===== config.mk =====
export PLATFORM = sky130hd
export DESIGN_NAME = trca_ctrl
export DESIGN_NICKNAME = d
export VERILOG_FILES = /design/src/rtl/trca_pkg.sv /design/src/rtl/trca_ctrl.sv
export SDC_FILE = /design/constraint.sdc
export NUM_CORES = 1
export LEC_CHECK = 0
export ABC_CLOCK_PERIOD_IN_PS = 2600
export BUFFER_PORTS_ARGS = -buffer_cell sky130_fd_sc_hd__clkbuf_2
export CAP_MARGIN = 20
export CORE_AREA = 2 2 39 41
export DETAILED_ROUTE_END_ITERATION = 8
export DIE_AREA = 0 0 41 43
export GPL_TIMING_DRIVEN = 0
export PLACE_DENSITY_LB_ADDON = 0.15
export SLEW_MARGIN = 20
export SYNTH_ARGS = -nofsm -noshare
export SYNTH_HDL_FRONTEND = slang
export SYNTH_SLANG_ARGS = --single-unit

===== constraint.sdc =====
create_clock -name clk -period 2.6 [get_ports clk]
set_input_delay 0.26 -clock clk [delete_from_list [all_inputs] [get_ports clk]]
set_output_delay 0.26 -clock clk [all_outputs]
set_load 0.01 [all_outputs]

===== src/rtl/trca_pkg.sv =====
// Package for the throughput rank cache admission block.
// Holds widths, history depth, decision constants, the controller state type
// and the command/status structs. Used by the controller, datapath and top.
package trca_pkg;

  // Field widths fixed by the interface.
  localparam int BYTES_W = 40;
  localparam int DUR_W   = 32;
  localparam int TP_W    = 50;
  localparam int INCR_W  = 2;

  // History ring sizing; everything below follows from the depth.
  localparam int HISTORY_DEPTH = 64;
  localparam int IDX_W  = $clog2(HISTORY_DEPTH);
  localparam int CNT_W  = $clog2(HISTORY_DEPTH + 1);
  localparam int SUM_W  = TP_W + IDX_W;

  // Divider step counter, one quotient bit per step.
  localparam int STEP_W = $clog2(TP_W + 1);

  // Decision constants.
  localparam int RICH_MIN = 6;
  localparam int CUT_LO   = 16;
  localparam int CUT_HI   = 33;
  localparam int PCT      = 100;
  localparam int SPARSE_NUM = 5;
  localparam int SPARSE_N_W = 3;
  localparam int MUL_N_W  = 6;
  localparam int CMP_W    = TP_W + MUL_N_W;
  localparam int RANK_W   = CNT_W + 7;

  // Controller states.
  typedef enum logic [2:0] {
    ST_IDLE,
    ST_DIV,
    ST_UPDATE,
    ST_SCAN,
    ST_FINISH
  } trca_state_t;

  // Commands from the controller to the datapath.
  typedef struct packed {
    logic accept;
    logic div_step;
    logic update;
    logic scan;
    logic load_out;
  } trca_cmd_t;

  // Status from the datapath to the controller.
  typedef struct packed {
    logic div_done;
    logic rank_go;
    logic scan_done;
  } trca_status_t;

endpackage


===== src/rtl/trca_ctrl.sv =====
// Controller state machine for the throughput rank cache admission block.
// Sequences divide, history update, rank scan and output load; owns out_valid.
// Depends on trca_pkg.
module trca_ctrl (
  input  logic                  clk,
  input  logic                  rst_n,
  input  logic                  in_valid,
  output logic                  in_stall,
  output logic                  out_valid,
  input  logic                  out_stall,
  input  trca_pkg::trca_status_t status,
  output trca_pkg::trca_cmd_t    cmd
);
  import trca_pkg::*;

  trca_state_t state_r, state_nxt;
  logic        out_valid_r, out_valid_nxt;
  logic        out_free;

  // The output register can take a new result when empty or being drained.
  assign out_free = !out_valid_r || !out_stall;

  // State and output-valid registers.
  always_ff @(posedge clk) begin
    if (!rst_n) begin
      state_r     <= ST_IDLE;
      out_valid_r <= 1'b0;
    end else begin
      state_r     <= state_nxt;
      out_valid_r <= out_valid_nxt;
    end
  end

  // Next state.
  always_comb begin
    state_nxt = state_r;
    case (state_r)
      ST_IDLE: begin
        if (in_valid) state_nxt = ST_DIV;
      end
      ST_DIV: begin
        if (status.div_done) state_nxt = ST_UPDATE;
      end
      ST_UPDATE: begin
        state_nxt = status.rank_go ? ST_SCAN : ST_FINISH;
      end
      ST_SCAN: begin
        if (status.scan_done) state_nxt = ST_FINISH;
      end
      ST_FINISH: begin
        if (out_free) state_nxt = ST_IDLE;
      end
      default: state_nxt = ST_IDLE;
    endcase
  end

  // Commands and handshake outputs.
  always_comb begin
    cmd      = '0;
    in_stall = 1'b1;
    case (state_r)
      ST_IDLE: begin
        in_stall   = 1'b0;
        cmd.accept = in_valid;
      end
      // The divider stops once the last quotient bit is in.
      ST_DIV:    cmd.div_step = !status.div_done;
      ST_UPDATE: cmd.update   = 1'b1;
      ST_SCAN:   cmd.scan     = 1'b1;
      ST_FINISH: cmd.load_out = out_free;
      default:   cmd          = '0;
    endcase
  end

  // Output valid is set on a load and cleared when the transaction completes.
  always_comb begin
    out_valid_nxt = out_valid_r;
    if (cmd.load_out) begin
      out_valid_nxt = 1'b1;
    end else if (out_valid_r && !out_stall) begin
      out_valid_nxt = 1'b0;
    end
  end

  assign out_valid = out_valid_r;

endmodule


* After elaboration in Yosys (flattened, before gate mapping)
Index checks and enable logic that the tools add are counted.
W data, S select, Z words.
** Cells by class
- Equal/unequal tests :: 8
- Multiplexer cells :: 14
- Reduce and logical (&&, ||, !) cells :: 8
** Operators by type and width (count)
- $mux W3 :: 5
- $pmux W3 S5 :: 1
- $mux W1 :: 8
- $ne A2 B2 Y1 const B :: 4
- $eq A3 B2 Y1 const B :: 2
- $reduce_and A4 Y1 :: 1
- $eq A3 B1 Y1 const B :: 1
- $eq A3 B3 Y1 const B :: 1
- $logic_not A1 Y1 :: 3
- $logic_not A3 Y1 :: 1
- $reduce_bool A2 Y1 :: 1
- $logic_and A1 B1 Y1 :: 1
- $logic_or A1 B1 Y1 :: 1
** Storage, ports and cells
- Register bits after elaboration :: 4
- Output and inout port bits :: 7
- Word-level logic and storage cells :: 32

* Logic depth before layout (Yosys ltp)
- Word-level depth :: 4
- Mapped depth :: 5

* Least setup slack after synthesis
OpenSTA, ideal clock, no wires.
- Path kind :: reg2out
- Start :: register state_r[1]
- End :: output cmd[4] (netlist bit)
- Data arrival time :: 1.121 ns
- Data required time :: 2.340 ns
- Path slack :: 1.219 ns
- Stages on the path, launching flop included :: 4
- Path buffers :: 1
- Cell sequence :: dfxtp_1 buf_4 or3_2 nor2_1
** RTL lines
- start: declaration :: RTL line trca_ctrl.sv:16 : trca_state_t state_r, state_nxt;
- start signal: assignment :: RTL line trca_ctrl.sv:29 : state_r <= state_nxt;
- end: declaration :: RTL line trca_ctrl.sv:12 : output trca_pkg::trca_cmd_t cmd

==> results by group <==
Clock tree
  • TritonCTS Buffers: 3
  • Postcts setup bufs: 0
  • Hold_buf cts: 0
  • CTS tree: built
  • Clock root cell: clkbuf_4
  • Maximum clock insertion buffer count: 2
  • Reg clk slew, reported paths: 0.04 ns
  • Worst-skew pair later-pin latency: 0.23 ns
  • H-tree depth: 1
  • Sink Count: 4
  • CTS resizes: 0

Timing
  • Slew Limit Headroom: 0.828
  • Worst Clk Skew: 0.0000561 ns
  • Fin crit share: 0.634
  • Least-Margin Pin Slew: 0.255 ns
  • RSZ-0062 raised after global routing: false
  • Hold violation count in the final report: 0
  • Final Max Slew Viols: 0
  • Crit path time final: 1.65 ns
  • Fmax: 0.607 GHz
  • Final setup TNS: 0 ns
  • # setup viols final: 0

Synth
  • Cell taking the most area after synthesis: dfxtp_1
  • Post-synth ARST share: 0
  • Yosys warns: 0
  • Syn_nets: 48
  • Simple-gate portion of the synthesized area: 0.345
  • Syn Area/Cell: 8.06 um2
  • Synth top area share: 0.242
  • Synthesized flop and latch total: 4
  • Main combinational cell family by area after synthesis: simple AND/OR/NAND/NOR gates
  • Post-synthesis xor/xnor area fraction: 0
  • Post-synth top cells: nor2_1 (6), dfxtp_1 (4)
  • EDFF count, synth: 0
  • Sequential area share after synthesis: 0.242
  • Post-Synthesis Cells: 41
  • Top cells by area, synth: dfxtp_1 (24%), a21oi_4 (9.8%), buf_4 (6.8%)
  • Synth Cell Area: 330 um2
  • Mux share of post-synthesis cell area: 0.0303
  • Ys flop type: dfxtp_1
  • Synth unique cells: 21
  • Most frequent cell after synthesis: nor2_1
  • Post-Synth Adder-Cell Area: 0
  • Compound-gate portion of the synthesized area: 0.246

Global route
  • Vias in the first global route: 292
  • Pin count of the biggest net entering global routing: 11
  • Initial antenna violation count: 0
  • First-pass GRT wire length: between 1000 and 1500 um
  • GRT Total Usage: 0.102
  • Congestion Overflow GR: 0

Status
  • Outcome: finished, final reports clean

Critical path
  • Crit path kind: register to output port
  • Startpoint types: register
  • Worst EP required: 2.34 ns
  • CP Max Fanout: 10
  • Crit path arrival time: between 1 and 1.5 ns
  • CP endpoint kind: output port
  • Setup slack, reg-to-reg: around 1.3 ns

Layout
  • Share of cells above drive strength 1: 0.439
  • Nets: between 60 and 70
  • Diode count: 0
  • Syn-to-layout area delta: 32.6%

Floorplanning
  • Chip width: 41 um
  • Ports: 14
  • Row cnt: 14
  • Initial core utilization: 0.239
  • Core Area: 1380 um2
  • Die Footprint: 1760 um2
  • Floorplan die height: between 40 and 50 um

Drt
  • Antenna Nets Post-Route: 0
  • # DRC: 0
  • Iter 0 DRT Violations: 1
  • Initial DRT Pass Iterations: 3
  • Vias/cell: 4.47
  • Total wire length: 707 um
  • DR vias: 326
  • Wire per inst: between 9 and 10 um

Power and ir drop
  • Static leakage: ~0.20 nW
  • IR drop worst, VDD: 0.173 mV
  • PwrDens: 859 nW/um2
  • Total power: 376 uW

Min path
  • Hold Path Class: input pin to register

Placed design
  • Post-DP HPWL: 543 um
  • Input/output buffers: 13
  • Placer Congestion: 0.685

Flow run
  • Max cap viols: 0
==> cell families after synthesis <==
| family | after synthesis |
|---|---|
| flip-flops | 4 |
| buffers and inverters | 7 |
| multiplexers | 1 |
| AO/OA/AOI/OAI | 9 |
| AND/OR/NAND/NOR | 20 |
==> stage by stage <==
stage                     std cells  hold slack [ns]  worst slack, ns   util  area [um2]
after floorplan                  41            0.395             1.22      -         330
after global placement           70            0.490             1.21  0.300         415
after detailed placement         70            0.494             1.19  0.300         415
after CTS                        73            0.295            0.941  0.316         438
after global routing             73            0.337            0.862  0.316         438
final                            73            0.296            0.952  0.316         438
==> power breakdown <==
| part | switching, mW | total [mW] | internal, mW |
|---|---|---|---|
| clock network | 0.0250 | 0.0766 | 0.0516 |
| registers | 0.00524 | 0.0814 | 0.0762 |
| logic | 0.119 | 0.218 | 0.0997 |
==> sequential cells by signal (all words and copies together) (netlist names) <==
signal	count
state_r	3
out_valid	1
==> final cells by class <==
| type | instances | area, um2 |
|---|---|---|
| flip-flops and latches | 4 | 80.1 |
| plain buffers | 4 | 33.8 |
| inverters | 3 | 11.3 |
| fillers | 166 | 946 |
| multi-input cells | 30 | 205 |
| clock buffers | 3 | 22.5 |
| repair buffers | 13 | 65.1 |
| well taps | 16 | 20.0 |
==> cells in the final DEF, fill, tap and decap left out, types with 2 or more instances in the layout <==
cell      count
a21oi_4       2
a21oi_1       2
buf_4         3
clkbuf_2     13
nand2_1       3
o31ai_1       2
nand3_1       3
clkbuf_4      3
nor2_1        6
inv_1         3
dfxtp_1       4
nand2b_1      2
==> critical path: stages, from the launching register on <==
cell      delay, ns
dfxtp_1        0.29
buf_4          0.17
or3_2          0.46
nor2_1         0.10
clkbuf_2       0.13
==> worst paths after layout <==
path,startpoint,endpoint,cells past startpoint
worst max-delay path,state_r[1],cmd[4],4
worst min-delay path,out_stall,out_valid,3
worst max register to register,state_r[1],state_r[1],5
worst min register to register,out_valid,out_valid,2
==> layer usage <==
layer  share of wire  track usage
met5               0            0
met4               0       0.0600
met3           0.017       0.0628
met2            0.48        0.131
met1            0.50        0.125
(Power assumes the default switching activity.)
